$ cat src/sv/hslc_pkg.sv
// ----------------------------------------------------------------------------
// hslc_pkg: shared definitions for the hashed set-associative id cache
// Geometry, field widths, the per-entry metadata word and the sequencer
// state type used by the hash unit and the top level.
// ----------------------------------------------------------------------------
package hslc_pkg;

  // Cache geometry (both counts are powers of two)
  localparam int unsigned SET_COUNT   = 64;
  localparam int unsigned WAY_COUNT   = 16;
  localparam int unsigned SET_BITS    = $clog2(SET_COUNT);
  localparam int unsigned WAY_BITS    = $clog2(WAY_COUNT);
  localparam int unsigned ENTRY_COUNT = SET_COUNT * WAY_COUNT;

  // Transaction field widths
  localparam int unsigned ID_WIDTH      = 64;
  localparam int unsigned HANDLE_WIDTH  = 32;
  localparam int unsigned COUNT_WIDTH   = 32;
  localparam int unsigned SET_NUM_WIDTH = 6;

  // Byte-serial hash: h = 33*h + byte, least significant byte first
  localparam int unsigned BYTE_WIDTH    = 8;
  localparam int unsigned BYTE_SHIFT    = $clog2(BYTE_WIDTH);
  localparam int unsigned ID_BYTES      = ID_WIDTH / BYTE_WIDTH;
  localparam int unsigned BYTE_SEL_BITS = $clog2(ID_BYTES);
  localparam int unsigned HASH_SHIFT    = 5;

  // Per-entry metadata: valid flag and recency rank (0 = most recent)
  typedef struct packed {
    logic                valid;
    logic [WAY_BITS-1:0] rank;
  } meta_t;

  // Hash unit status toward the sequencer
  typedef struct packed {
    logic                busy;
    logic                done;
    logic [SET_BITS-1:0] set_idx;
  } hash_stat_t;

  // Lookup sequencer states
  typedef enum logic [2:0] {
    ST_IDLE,
    ST_HASH,
    ST_SCAN,
    ST_FILL,
    ST_UPDATE,
    ST_DONE
  } state_t;

endpackage

$ cat src/sv/hslc_hash.sv
// ----------------------------------------------------------------------------
// hslc_hash: byte-serial set hash
// Folds one byte of the id per cycle through a shift-add unit (h*33 + b).
// Only the low set-index bits of h are kept, since the set is h mod SET_COUNT.
// ----------------------------------------------------------------------------
module hslc_hash (
  input  logic                           clk,
  input  logic                           rst_n,
  input  logic                           start,
  input  logic [hslc_pkg::ID_WIDTH-1:0]  id,
  output hslc_pkg::hash_stat_t           stat
);
  import hslc_pkg::*;

  logic [SET_BITS-1:0]      h_r;
  logic [SET_BITS-1:0]      h_nxt;
  logic [BYTE_SEL_BITS-1:0] cnt_r;
  logic                     busy_r;
  logic                     done_r;
  logic [BYTE_WIDTH-1:0]    byte_v;

  // Select the current byte, least significant first
  assign byte_v = id[{cnt_r, BYTE_SHIFT'(0)} +: BYTE_WIDTH];

  // Shared shift-add step: h*33 + byte, truncated to the set index
  assign h_nxt = h_r + (h_r << HASH_SHIFT) + SET_BITS'(byte_v);

  // Control: run one step per cycle for all id bytes, then pulse done
  always_ff @(posedge clk) begin
    if (!rst_n) begin
      busy_r <= 1'b0;
      done_r <= 1'b0;
      cnt_r  <= '0;
    end else begin
      done_r <= 1'b0;
      if (start) begin
        busy_r <= 1'b1;
        cnt_r  <= '0;
      end else if (busy_r) begin
        cnt_r <= cnt_r + 1'b1;
        if (cnt_r == BYTE_SEL_BITS'(ID_BYTES - 1)) begin
          busy_r <= 1'b0;
          done_r <= 1'b1;
        end
      end
    end
  end

  // Accumulator
  always_ff @(posedge clk) begin
    if (start) begin
      h_r <= '0;
    end else if (busy_r) begin
      h_r <= h_nxt;
    end
  end

  assign stat.busy    = busy_r;
  assign stat.done    = done_r;
  assign stat.set_idx = h_r;

endmodule

$ cat config.mk
export PLATFORM = sky130hd
export DESIGN_NAME = hslc_hash
export DESIGN_NICKNAME = d
export VERILOG_FILES = /design/src/sv/hslc_pkg.sv /design/src/sv/hslc_hash.sv
export SDC_FILE = /design/constraint.sdc
export NUM_CORES = 1
export LEC_CHECK = 0
export ABC_AREA = 1
export BUFFER_PORTS_ARGS = -buffer_cell sky130_fd_sc_hd__buf_4
export CAP_MARGIN = 20
export CORE_MARGIN = 2
export CORE_UTILIZATION = 42
export CTS_CLUSTER_DIAMETER = 80
export DETAILED_ROUTE_END_ITERATION = 6
export PLACE_DENSITY = 0.8
export SLEW_MARGIN = 20
export SYNTH_ARGS = -nofsm -noshare
export SYNTH_HDL_FRONTEND = slang
export SYNTH_SLANG_ARGS = --single-unit
$ cat constraint.sdc
create_clock -name clk -period 2.6 [get_ports clk]
set_input_delay 0.26 -clock clk [delete_from_list [all_inputs] [get_ports clk]]
set_output_delay 0.26 -clock clk [all_outputs]
set_load 0.02 [all_outputs]
==> out/qor.csv <==
metric,value,unit
status,completed,
die-area,0.00312,mm^2
routed_via_density,4.96,
crit_path_end_kind,flop,
num_vias,1405,
hold_depth,4,
rows,18,
reg2reg_to,h_r[5],
mostFrequentLayoutCells,"buf_4, nand2_1, nor2_1",
layout_setup_ws,0.117,ns
power.total,0.623,mW
p_int,0.397,mW
p_leak,0.942,nW
drv_cap,0,
synth_cell_types,22,
reg2regPathDepth,19,
core-area,0.00252,mm^2
wire_per_inst,12.2,um
peakVddDrop,0.342,mV
root_buffer,clkbuf_4,
synthCells,185,
hold_path_class,input pin to flop,
yosysSeqAreaShare,0.195,
die_h,55.9,um
pwr-share-clk,0.200,
reg2reg_from,cnt_r[0],
routabilityCongestion,0.803,
p_sw_frac,0.362,
fin_skew,0.00871,ns
antenna_left,0,
drcViolationCount,0,
port_buffers,58,
power.density,347,mW/mm^2
drv_slew,0,
max_slew_margin,0.754,
worst_pin_slew,0.368,ns
tritoncts,built,
fillers,216,
die_width,55.9,um
hold_violations,0,
nets,333,
initial_core_util,0.448,
path_class,flop to flop,
dp_hpwl,2340,um
finalSetupViolCount,0,
max_freq,0.403,GHz
cp-start-kind,flop,
synth_fp_nets,264,
yosys_register_bits,11,
syn_area_per_cell,6.11,um^2
worstSkewPairLatency,0.29,ns
cts_sinks,11,
yosysWarnings,0,
startpoint,cnt_r[0],
area_growth_syn_to_layout,58.8,%
clk_pin_slew_worst_paths,0.08,ns
pwr-share-seq,0.319,
grt_util_all_layers,0.193,
syn-cell-area,0.00113,mm^2
hold_start,start,
min_period_over_period,0.955,
clock_path_buffers,2,
layout-drive-gt1-share,0.383,
grt_max_degree,22,
gr-total-overflow,0,
rrSetupSlack,0.12,ns
p_sw,0.226,mW
period_needed,2.48,ns
htreeDepth,1,
final_cell_area,0.00180,mm^2
grt_antenna_before_repair,0,
placed_area,0.00159,mm^2
first_global_vias,1138,
tns,0,ns
cts_buffers,3,
dr.pass1.iters,4,
hold_buffers,0,
n_antenna_cell,0,
comb_power_share,0.481,
whs_endpoint,h_r[3],
grt_pass1_wl,4970,um
drt-total-wl,3460,um
final_common_cell,buf_4,
dpl_worst_slack,0.0281,ns
ios,75,
drtIter0Drc,76,
cp.required,2.78,ns
crit_path_max_fanout,8,
cp_data_arrival_time,2.66,ns
==> how the worst max path moves through the flow <==
stage                     endpoint  slack (ns)  depth (start not counted)
after floorplan             h_r[5]        0.19                         21
after global placement      h_r[5]        0.07                         20
after detailed placement    h_r[5]        0.03                         19
after CTS                   h_r[5]        0.01                         19
after global routing        h_r[5]       -0.08                         19
final                       h_r[5]        0.12                         19
==> kinds of logic (layout without fill, tap and decap cells) <==
family,Yosys count,in the layout,synth area share
DFF,11,11,0.195
adders and majority gates,12,12,0.139
xor gates and xnor gates,2,2,0.0155
AOI/OAI and AO/OA,44,44,0.212
and+or+nand+nor,81,81,0.285
buffers and inverters,35,103,0.153
==> area by class of cell <==
| type | count | area, um^2 | area share |
|---|---|---|---|
| clock buffer | 4 | 26.3 | 0.0146 |
| inverter | 24 | 97.6 | 0.0543 |
| multi-input combinational | 139 | 811 | 0.451 |
| sequential | 11 | 225 | 0.125 |
| tap | 30 | 37.5 | 0.0209 |
| timing repair buffer | 74 | 593 | 0.330 |
| timing repair inverter | 1 | 6.26 | 0.00348 |
==> sequential cells by signal, summed over array words and instances, names as in the netlist <==
signal / count
done_r: 1
h_r: 6
busy_r: 1
cnt_r: 3
==> what timing repair did <==
action,4_1_cts,5_1_grt
setup endpoints to repair,0,2
buffers inserted,0,8
resized for setup,0,28
==> metal layers <==
metal,vias to the layer above,wire [um],GRT usage
met5,-,0,0
met4,0,40,0.0578
met3,4,225,0.0209
met2,54,1630,0.325
met1,610,1560,0.261
li1,737,-,-
==> through the flow <==
step | instances | utilization | hold slack, ns
after floorplan | 185 | - | 0.414
after global placement | 269 | 0.631 | 0.502
after detailed placement | 269 | 0.631 | 0.501
after CTS | 273 | 0.641 | 0.244
after global routing | 283 | 0.712 | 0.258
final | 283 | 0.712 | 0.233
==> cells in the mapped netlist <==
cell,n,share of area
o21ai_1,4,0.018
xnor2_1,1,0.0077
inv_6,1,0.0077
fa_1,1,0.018
nand2_2,2,0.011
inv_1,23,0.076
buf_2,4,0.018
buf_6,2,0.020
dfxtp_1,11,0.19
nand3_1,10,0.044
o21ai_0,22,0.097
a211oi_1,2,0.013
o22ai_1,10,0.055
xor2_1,1,0.0077
clkbuf_2,1,0.0044
a21oi_1,5,0.022
nor2_1,31,0.10
ha_1,11,0.12
nand2_1,37,0.12
nor3_1,1,0.0044
buf_4,4,0.027
a21boi_0,1,0.0066
==> power groups by stage <==
stage	combinational [mW]	clock, mW	sequential [mW]
6_report	0.300	0.125	0.198
5_1_grt	0.336	0.134	0.201
4_1_cts	0.264	0.125	0.196
3_5_place_dp	0.262	0	0.200
3_3_place_gp	0.256	0	0.200
2_1_floorplan	0.149	0	0.208
==> critical path, stage by stage (launching register included) <==
cell,delay (ns)
dfxtp_4,0.42
buf_12,0.14
o21ai_1,0.09
o22ai_1,0.21
nand2_1,0.09
nand2_2,0.09
ha_4,0.14
ha_4,0.13
inv_2,0.04
fa_2,0.40
inv_2,0.06
nand3_1,0.06
nand2_1,0.09
inv_1,0.04
nand2_1,0.05
nand2_1,0.06
nand2_1,0.06
nand2_1,0.04
nor2_1,0.11
nor2_1,0.05
(Power assumes the default switching activity.)
