$ cat config.mk
export PLATFORM = sky130hd
export DESIGN_NAME = hslc_ram
export DESIGN_NICKNAME = d
export VERILOG_FILES = /design/src/sv/hslc_ram.sv
export SDC_FILE = /design/constraint.sdc
export NUM_CORES = 1
export LEC_CHECK = 0
export BUFFER_PORTS_ARGS = -buffer_cell sky130_fd_sc_hd__clkbuf_2
export CAP_MARGIN = 0
export CORE_MARGIN = 1
export CORE_UTILIZATION = 25
export CTS_CLUSTER_SIZE = 8
export DETAILED_ROUTE_END_ITERATION = 8
export PLACE_DENSITY = 0.38
export SLEW_MARGIN = 40
export SYNTH_ARGS = -nofsm -noshare
export SYNTH_HDL_FRONTEND = slang
export SYNTH_SLANG_ARGS = --single-unit
$ cat constraint.sdc
create_clock -name clk -period 2.2 [get_ports clk]
set_input_delay 0.11 -clock clk [delete_from_list [all_inputs] [get_ports clk]]
set_output_delay 0.11 -clock clk [all_outputs]
set_load 0.05 [all_outputs]
$ cat src/sv/hslc_ram.sv
// ----------------------------------------------------------------------------
// hslc_ram: generic single-write, single-read memory
// One write port and one read port per cycle; read data is registered.
// ----------------------------------------------------------------------------
module hslc_ram #(
  parameter int unsigned WIDTH = 8,
  parameter int unsigned DEPTH = 16
) (
  input  logic                     clk,
  input  logic                     we,
  input  logic [$clog2(DEPTH)-1:0] waddr,
  input  logic [WIDTH-1:0]         wdata,
  input  logic [$clog2(DEPTH)-1:0] raddr,
  output logic [WIDTH-1:0]         rdata
);

  logic [WIDTH-1:0] mem_r [DEPTH];
  logic [WIDTH-1:0] rdata_r;

  // Write port
  always_ff @(posedge clk) begin
    if (we) begin
      mem_r[waddr] <= wdata;
    end
  end

  // Registered read port
  always_ff @(posedge clk) begin
    rdata_r <= mem_r[raddr];
  end

  assign rdata = rdata_r;

endmodule

==> impl_metrics.yaml, run 1 <==
sta:
  setup_viol: 0
  achievable-frequency_mhz: 759
  worst_slew_margin_rel: 0.704
  final.setup_skew_ps: 6.58
  finalHoldViolations: 0
  slew_violations: 0
  setup_tns_ps: 0
  post-route-period-util: 0.599
  rsz0062_at_grt: "false"
  hold_slack_ps: 120
  layout_min_cycle_time_ps: 1320
  worstMarginPinSlew_ps: 444
floorplan:
  dieWidth_um: 145
  coreArea_um2: 20200
  overall_die_area_um2: 21200
  ios: 26
  initial_utilization: 0.254
  die_h_um: 145
  std_cell_rows: 52
logic_synthesis:
  synthSimpleGateAreaFrac: 0.0318
  synth.net_count: 247
  yosysUniqueCellTypes: 19
  synthCells: 229
  parity_gate_share_of_the_synthesized_area_counting_xor_and_xnor_cells: 0
  synth_adder_area_share: 0
  yosys_warnings: 0
  seq_area_frac_synth: 0.778
  muxShareOfSynthArea: 0.150
  postSynthAreaPerCell_um2: 22.5
  synth.ff_latch_count: 136
  synth.top_cells.by_area: "edfxtp_1, mux4_2, mux4_1, dfxtp_1, a22oi_1"
  yosysTopAreaCell: "edfxtp_1"
  synth_top_family_by_area: "multiplexers"
  area_fraction_in_compound_gates_after_synthesis: 0.0233
  synth.top_cell.area_share: 0.747
  synth.cell_area_um2: 5150
hold_path:
  hp-start: "wdata[3]"
  min_to: "mem_r[7][3]$_DFFE_PP_"
  min-delay-path-class: "in -> reg"
  hold_path_depth: 1
global_routing:
  grt_use_total: 0.112
  gr-total-overflow: 0
  antenna_found_initial: 2
  grt_max_degree: 33
  grt_first_pass_wirelength_um: 16100
  first_global_vias: 2592
outcome:
  run_status: "finished, final reports clean"
worst_setup_path:
  crit_arrival_ps: 1610
  r2r-start: "mem_r[2][4]$_DFFE_PP_"
  end_kind: "flop"
  cp_max_fo: 22
  ff_to_ff_path_depth: 3
  nature_of_the_critical_path_startpoint: "primary input"
  critPathRequiredTime_ps: 2500
  timing.reg2reg.setup_slack_ps: 890
  worstSetupPathType: "in -> reg"
  crit-reg2reg-capture: "rdata[4]$_DFF_P_"
power_and_ir_drop:
  power.density_cell_area_nw_per_um2: 966
  cellLeakagePower_nw: 2.13
  worst_ir_drop_vdd_mv: 0.539
finish:
  synthesis_to_layout_area_growth_pct: 22.8
  nets: 303
  drive_above_1_share: 0.319
cts:
  postCtsResizedCells: 0
  cts-buffers-inserted: 17
  clock-root-buffer: "clkbuf_16"
  clock_tree_sinks: 136
  tritoncts: "built"
  postCtsSetupBuffers: 0
  path_clk_slew_ps: 50
  cts.hold.buffers_added: 0
  cts_max_path_buffers: 2
  h-tree-depth: 4
  clk-insertion-delay-late_ps: 410
drt:
  vias_cell: 4.22
  route.detailed.wl_per_inst_um: 19.3
  routed_wirelength_um: 11000
  detailroute.via_count: 2403
  antenna_viol_nets_final: 0
  drcViolationCount: 0
  dr.first_iter.drc_count: 152
  first_pass_iters: 4
place:
  place_congestion: 0.646
  port-buffer-count: 25
  dp_hpwl_um: 7240
run:
  maxCapViolCount: 0
state kept, by name, indices dropped and copies added, names as in the netlist:
register	count
mem_r	128
rdata	8
final cells by class:
cell class | instances | area [um2]
repair buffers | 47 | 315
clock buffers | 22 | 484
well taps | 270 | 338
multi-input cells | 83 | 1060
flip-flops and latches | 136 | 4000
clock inverters | 10 | 123
fillers | 1962 | 13900
diodes | 1 | 2.50
cell families after synthesis:
family	Yosys count
and+or+nand+nor	35
DFF	136
buffers and inverters	10
AOI/OAI and AO/OA	16
muxes	32
per-layer routing:
| metal | up-vias | track usage | wire (um) |
|---|---|---|---|
| met4 | 2 | 0.0489 | 159 |
| li1 | 1087 | - | - |
| met2 | 40 | 0.175 | 5320 |
| met1 | 1261 | 0.140 | 5010 |
| met5 | - | 0 | 8 |
| met3 | 13 | 0.0389 | 480 |
stage by stage:
step                      utilization  cell area [um2]  instances  power, W  setup WS, ps
after CTS                       0.312             6320        568   0.00618           816
after floorplan                     -             5150        229   0.00317           597
final                           0.313             6320        569   0.00611           883
after global routing            0.312             6320        568   0.00630           775
after detailed placement        0.282             5710        536   0.00331           372
after global placement          0.282             5710        536   0.00331           372
critical path, cell delays in order:
cell and delay [ps]:
clkbuf_2 230, buf_12 250, buf_4 160, mux4_1 530
a22oi_1 230, nand2_1 80
power by group:
part           switching, W  internal (W)
Sequential        0.0000198       0.00290
Combinational      0.000210      0.000119
Clock              0.000976       0.00188
cells in the final DEF, fill, tap and decap left out:
master     netlist  routed
edfxtp_1       128     128
clkbuf_2         0      25
buf_4            1      20
mux4_2          18      18
clkbuf_16        0      17
a22oi_1         16      16
mux4_1          14      14
nor2_1          13      13
nand2_1          9       9
dfxtp_1          8       8
clkinv_2         0       5
nor3_1           4       4
clkbuf_8         0       4
bufinv_16        0       3
nand3b_1         2       2
nand2b_1         2       2
clkinv_1         0       2
buf_12           0       2
diode_2          0       1
nor2b_1          1       1
and2_1           1       1
and2b_1          1       1
nand3_1          1       1
or3b_2           1       1
clkbuf_1         0       1
cells in the mapped netlist:
| master | n |
|---|---|
| buf_4 | 1 |
| nand3b_1 | 2 |
| nand2_1 | 9 |
| a22oi_1 | 16 |
| and2b_1 | 1 |
| dfxtp_1 | 8 |
| mux4_2 | 18 |
| and2_1 | 1 |
| buf_2 | 3 |
| nor2_1 | 13 |
| mux4_1 | 14 |
| nand2b_1 | 2 |
| nor2b_1 | 1 |
| nand3_1 | 1 |
| nor3_1 | 4 |
| edfxtp_1 | 128 |
| or3b_2 | 1 |
| buf_6 | 3 |
| clkdlybuf4s25_2 | 3 |
worst max path at each step:
stage	from	to	slack, ps
after floorplan	waddr[2]	mem_r[0][0]$_DFFE_PP_	600
after detailed placement	raddr[0]	rdata[5]$_DFF_P_	370
final	raddr[0]	rdata[5]$_DFF_P_	880
after global routing	raddr[0]	rdata[5]$_DFF_P_	780
after CTS	raddr[0]	rdata[5]$_DFF_P_	820
after global placement	raddr[0]	rdata[5]$_DFF_P_	370
Note: power is estimated with default switching activity, not from simulation.
==> inputs of run 2 (changes only) <==
PLACE_DENSITY = 0.4   (was 0.38)
clock period = 1.1 ns   (was 2.2 ns; I/O delays follow)
==> run 2 against run 1 <==
Effect of this change:
- largest power group unchanged
- core utilization up 1.1 points
- critical path type is now reg -> reg
- the run now ends with negative setup slack left
- flip-flop and latch count unchanged
- final area up 3.4%
- clock skew down 1.2 ps
- highest routed layer is now met4
- count of clock-buffer cells in the layout down 4
==> impl_metrics.yaml, run 2 (same netlist as run 1, synthesis figures left out) <==
drt:
  detailroute.wirelength.met2_um: 5270
  met1_length_um: 5550
  routed_wirelength_um: 11300
  met3WireLength_um: 398
  highest_layer: "met4"
  route.detailed.wl_per_inst_um: 19.5
  dr.first_iter.drc_count: 168
  vias_cell: 4.16
  antenna_viol_nets_final: 0
  drcViolationCount: 0
  first_pass_iters: 4
  detailroute.via_count: 2406
global_routing:
  grt_first_pass_wirelength_um: 17300
  antenna_found_initial: 0
  grt_max_degree: 19
  grt_use_total: 0.117
  first_global_vias: 2689
  gr-total-overflow: 0
floorplan:
  ios: 26
  coreArea_um2: 20200
  overall_die_area_um2: 21200
  std_cell_rows: 52
  dieWidth_um: 145
  initial_utilization: 0.254
  die_h_um: 145
worst_setup_path:
  crit_arrival_ps: 1610
  cp.buffers_inverters: 1
  end_kind: "flop"
  cp_top_family: "multiplexers"
  critPathRequiredTime_ps: 1400
  cp_cell_sequence: "mux4_2 > a22oi_2 > buf_4 > nand2_2"
  worstSetupPathType: "reg -> reg"
  cpMaxStageDelayCell: "mux4_2"
  ff_to_ff_path_depth: 4
  slowest_delay_ps: 480
  cp_max_fo: 1
  nature_of_the_critical_path_startpoint: "flop"
  critical_path_cell_count: 4
sta:
  worst_slew_margin_rel: 0.437
  rsz0062_at_grt: "true"
  final.setup_skew_ps: 5.38
  finalHoldViolations: 0
  post-route-period-util: 1.19
  slew_violations: 0
  layout_min_cycle_time_ps: 1310
  achievable-frequency_mhz: 762
  setup_viol: 8
  worstMarginPinSlew_ps: 843
  setup_tns_ps: -1370
  pnr_worst_setup_slack_ps: -213
cts:
  cts-buffers-inserted: 17
  cts_max_path_buffers: 2
  clock-root-buffer: "clkbuf_16"
  tritoncts: "built"
  path_clk_slew_ps: 60
  clk-insertion-delay-late_ps: 410
  cts.hold.buffers_added: 0
  h-tree-depth: 4
  clock_tree_sinks: 136
power_and_ir_drop:
  worst_ir_drop_vdd_mv: 0.845
  cellLeakagePower_nw: 2.15
  power.density_cell_area_nw_per_um2: 1860
outcome:
  violated_checks: "negative setup slack"
  run_status: "complete, but fails checks"
finish:
  flip_flop_count_of_the_largest_register_all_copies_and_words_added: 128
  drive_above_1_share: 0.421
  commonest_non_fill_non_tap_cell_in_the_layout: "edfxtp_1"
  nets: 314
  final_design_instance_area_without_fill_um2: 6540
  registers.top_by_ff_count: "mem_r"
  antenna_cells: 0
  most_frequent_cells_in_the_layout: "edfxtp_1, mux4_2, clkbuf_2"
  num-fill-cells: 1934
  synthesis_to_layout_area_growth_pct: 27.1
hold_path:
  min-delay-path-class: "in -> reg"
  hold_path_depth: 1
place:
  port-buffer-count: 25
  place_congestion: 0.680
  dp_hpwl_um: 7360
  place_area_um2: 5920
run:
  maxCapViolCount: 0
run 2: changes by cell type in the layout (fill, tap and decap cells not counted), sizes merged:
cell	before	now
clkinv	7	6
diode	1	0
clkbuf	47	43
clkinvlp	0	5
buf	22	33
run 2: worst reg2reg max path, stage by stage, from the launching register on:
cell and delay [ps]:
edfxtp_1 360, mux4_2 480, a22oi_2 170, buf_4 160
nand2_2 50
run 2: per-stage QoR:
stage	hold slack (ps)	util	setup WS, ps	total power [W]	instances
2_1_floorplan	154	-	-69.6	0.00637	229
4_1_cts	70.5	0.323	-221	0.0123	579
3_3_place_gp	506	0.293	-446	0.00671	547
5_1_grt	101	0.323	-277	0.0126	579
3_5_place_dp	508	0.293	-422	0.00671	547
6_report	96.0	0.323	-213	0.0122	579
run 2: worst paths after layout:
path / from / endpoint / slack (ps)
min reg2reg: mem_r[13][6]$_DFFE_PP_ / rdata[6]$_DFF_P_ / 680
max: mem_r[3][4]$_DFFE_PP_ / rdata[4]$_DFF_P_ / -210
max reg2reg: mem_r[3][4]$_DFFE_PP_ / rdata[4]$_DFF_P_ / -210
min: wdata[4] / mem_r[6][4]$_DFFE_PP_ / 100
run 2: metal layers:
layer / vias up / GRT usage
met5: - / 0
li1: 1096 / -
met3: 6 / 0.0373
met1: 1257 / 0.159
met2: 47 / 0.176
met4: 0 / 0.0395
run 2: repair_timing:
action | CTS | global route
setup buffers | 0 | 0
endpoints found under the setup margin | 11 | 8
gates resized for setup | 8 | 2
cloned | 0 | 0
pin swaps | 2 | 2
run 2: power by group:
part | switching (W) | internal (W) | total [W] | leakage, nW
Clock | 0.00205 | 0.00353 | 0.00557 | 0.270
Sequential | 0.0000334 | 0.00580 | 0.00583 | 1.22
Combinational | 0.000463 | 0.000311 | 0.000774 | 0.653
Total | 0.00254 | 0.00963 | 0.0122 | 2.15
run 2: final cells by class:
| class | count | area, um2 | share of cell area |
|---|---|---|---|
| clock inverter | 14 | 158 | 0.0241 |
| multi-input combinational | 83 | 1080 | 0.165 |
| tap | 270 | 338 | 0.0516 |
| sequential | 136 | 4000 | 0.612 |
| clock buffer | 18 | 429 | 0.0656 |
| timing repair buffer | 58 | 531 | 0.0811 |
==> inputs of run 3 (changes only) <==
ABC_AREA = 1   (was unset)
==> run 3 against run 2 <==
Effect of this change:
- the flow now finishes without violations
- setup slack better by 260 ps
- final cell count is 56% higher
- worst hold slack worse by 1.0 ps
- non-clock buffer count is 2 higher
- clock power is 3% lower
- wire length is 33% higher
- first-iteration DRC count is 17% higher
- clock skew is 13 ps higher
- critical endpoint is now rdata[4]
- largest cell class unchanged
- largest power group unchanged
==> impl_metrics.yaml, run 3 <==
finish:
  num-fill-cells: 2320
  registers.top_by_ff_count: "mem_r"
  postLayoutCoreUtil: 0.310
  multi_input_area_um2: 1220
  drive_above_1_share: 0.152
  area.sequential_um2: 4010
  most_frequent_cells_in_the_layout: "nand2_1, edfxtp_1, inv_1"
  final_design_instance_area_without_fill_um2: 7020
  finalNonFillerCells: 904
  flip_flop_count_of_the_largest_register_all_copies_and_words_added: 128
  nets: 624
  synthesis_to_layout_area_growth_pct: 21.8
  commonest_non_fill_non_tap_cell_in_the_layout: "nand2_1"
  antenna_cells: 0
logic_synthesis:
  synthCells: 551
  yosysUniqueCellTypes: 12
  yosys_warnings: 0
  synth.cell_area_um2: 5770
  yosysTopAreaCell: "edfxtp_1"
  synth.most_common_cell: "nand2_1"
  synth.top_cells.by_area: "edfxtp_1, nand2_1, nand3_1, inv_1, dfxtp_1"
  synth_edf_count: 128
  seq_area_frac_synth: 0.694
  synth.top_cell.area_share: 0.667
  dominantRegCellSynth: "edfxtp_1"
  async_flop_share: 0
  list_of_most_frequent_post_synthesis_cells: "nand2_1, edfxtp_1, inv_1"
  postSynthAreaPerCell_um2: 10.5
  synth.ff_latch_count: 136
  synth.net_count: 569
worst_setup_path:
  worstSetupPathType: "reg -> out"
  cp_cell_sequence: "clkbuf_2"
  end_kind: "output port"
  nature_of_the_critical_path_startpoint: "flop"
  cpMaxStageDelayCell: "dfxtp_1"
  crit_arrival_ps: 1000
  cp_top_family: "flip-flops"
  cp.buffers_inverters: 1
  critPathRequiredTime_ps: 1040
  slowest_delay_ps: 310
  cp_max_fo: 1
sta:
  worstMarginPinSlew_ps: 465
  achievable-frequency_mhz: 950
  final.setup_skew_ps: 18.0
  layout_min_cycle_time_ps: 1050
  slew_violations: 0
  post-route-period-util: 0.957
  rsz0062_at_grt: "false"
  worst_slew_margin_rel: 0.690
  setup_viol: 0
  finalHoldViolations: 0
global_routing:
  grt_max_degree: 48
  grt_first_pass_wirelength_um: 23100
  first_global_vias: 3837
  antenna_found_initial: 0
  gr-total-overflow: 0
  grt_use_total: 0.136
place:
  place_area_um2: 6430
  port-buffer-count: 25
  dp_hpwl_um: 10200
  place_congestion: 0.743
  dpl.cell_count: 872
cts:
  clock_tree_sinks: 136
  clk-insertion-delay-late_ps: 420
  cts-buffers-inserted: 17
  postCtsSetupBuffers: 0
  clock-root-buffer: "clkbuf_16"
  path_clk_slew_ps: 60
  cts_max_path_buffers: 2
  h-tree-depth: 4
  tritoncts: "built"
  cts.hold.buffers_added: 0
power_and_ir_drop:
  swShare: 0.230
  cellLeakagePower_nw: 3.01
  power.density_cell_area_nw_per_um2: 1730
  share_comb_of_total_power: 0.076
  cell_internal_pwr_w: 0.00936
  worst_ir_drop_vdd_mv: 1.06
  p_switching_w: 0.00280
  sequentialPowerShare: 0.480
  clkPwrFrac: 0.444
hold_path:
  min-delay-path-class: "in -> reg"
drt:
  vias_cell: 4.26
  detailroute.via_count: 3847
  route.detailed.wl_per_inst_um: 16.7
  antenna_viol_nets_final: 0
  dr.first_iter.drc_count: 197
  drcViolationCount: 0
  routed_wirelength_um: 15100
  first_pass_iters: 5
floorplan:
  std_cell_rows: 55
  die_h_um: 154
  overall_die_area_um2: 23700
  coreArea_um2: 22600
  initial_utilization: 0.255
  dieWidth_um: 154
  ios: 26
outcome:
  run_status: "finished, final reports clean"
run:
  maxCapViolCount: 0
[run 3: changes by cell type after synthesis, moves of 14 or more]
cell and delta:
mux4_2 -18, nand3_1 +96, nand2_1 +164, mux4_1 -14
a22oi_1 -16, inv_1 +100
[run 3: path summary, 6_finish.rpt]
path / start / to / slack [ps] / cells after the start
hold reg to reg: mem_r[13][2]$_DFFE_PP_ / rdata[2]$_DFF_P_ / 670 / 6
setup reg to reg: mem_r[7][4]$_DFFE_PP_ / rdata[4]$_DFF_P_ / 60 / 6
hold / removal: raddr[3] / rdata[2]$_DFF_P_ / 90 / 4
setup / recovery: rdata[4]$_DFF_P_ / rdata[4] / 50 / 1
[run 3: cells by family after synthesis]
family / share of synthesized area
and+or+nand+nor: 0.210
buffers and inverters: 0.0952
DFF: 0.694
[run 3: cell type report]
class	instances	share of cell area
well taps	285	0.0508
flip-flops and latches	136	0.570
clock inverters	10	0.0134
multi-input cells	289	0.174
clock buffers	22	0.0675
repair buffers	60	0.0700
inverters	102	0.0545
[run 3: what timing repair did]
action / 4_1_cts / 5_1_grt
endpoints found under the setup margin: 4 / 2
gates resized for setup: 6 / 2
pin swaps: 0 / 0
gates cloned: 0 / 0
[run 3: metal layers]
metal	track usage	vias up	routed length [um]
met3	0.0307	20	499
met4	0.0590	0	334
met2	0.221	78	7110
met1	0.174	1866	7130
li1	-	1883	-
met5	0	-	0
[run 3: tightest hold or removal path, stage by stage]
cell      delay, ps
clkbuf_2        100
buf_4           180
nand3_1          90
nand2_1          40
[run 3: per-stage QoR]
stage               setup TNS (ps)  total power, W  hold WS [ps]  setup slack [ps]
floorplan                        0         0.00646           154              94.2
global placement              -149         0.00687           508             -53.0
detailed placement            -138         0.00687           523             -33.9
CTS                              0          0.0123          81.4              18.3
global route                     0          0.0126           104              1.32
finish                           0          0.0122          94.9              47.8
[run 3: power groups by stage]
stage	logic [W]	registers (W)	clock network, W
after floorplan	0.000409	0.00605	0
after global placement	0.000930	0.00594	0
after detailed placement	0.000926	0.00594	0
after CTS	0.000942	0.00584	0.00555
after global routing	0.00102	0.00584	0.00578
final	0.000925	0.00583	0.00540
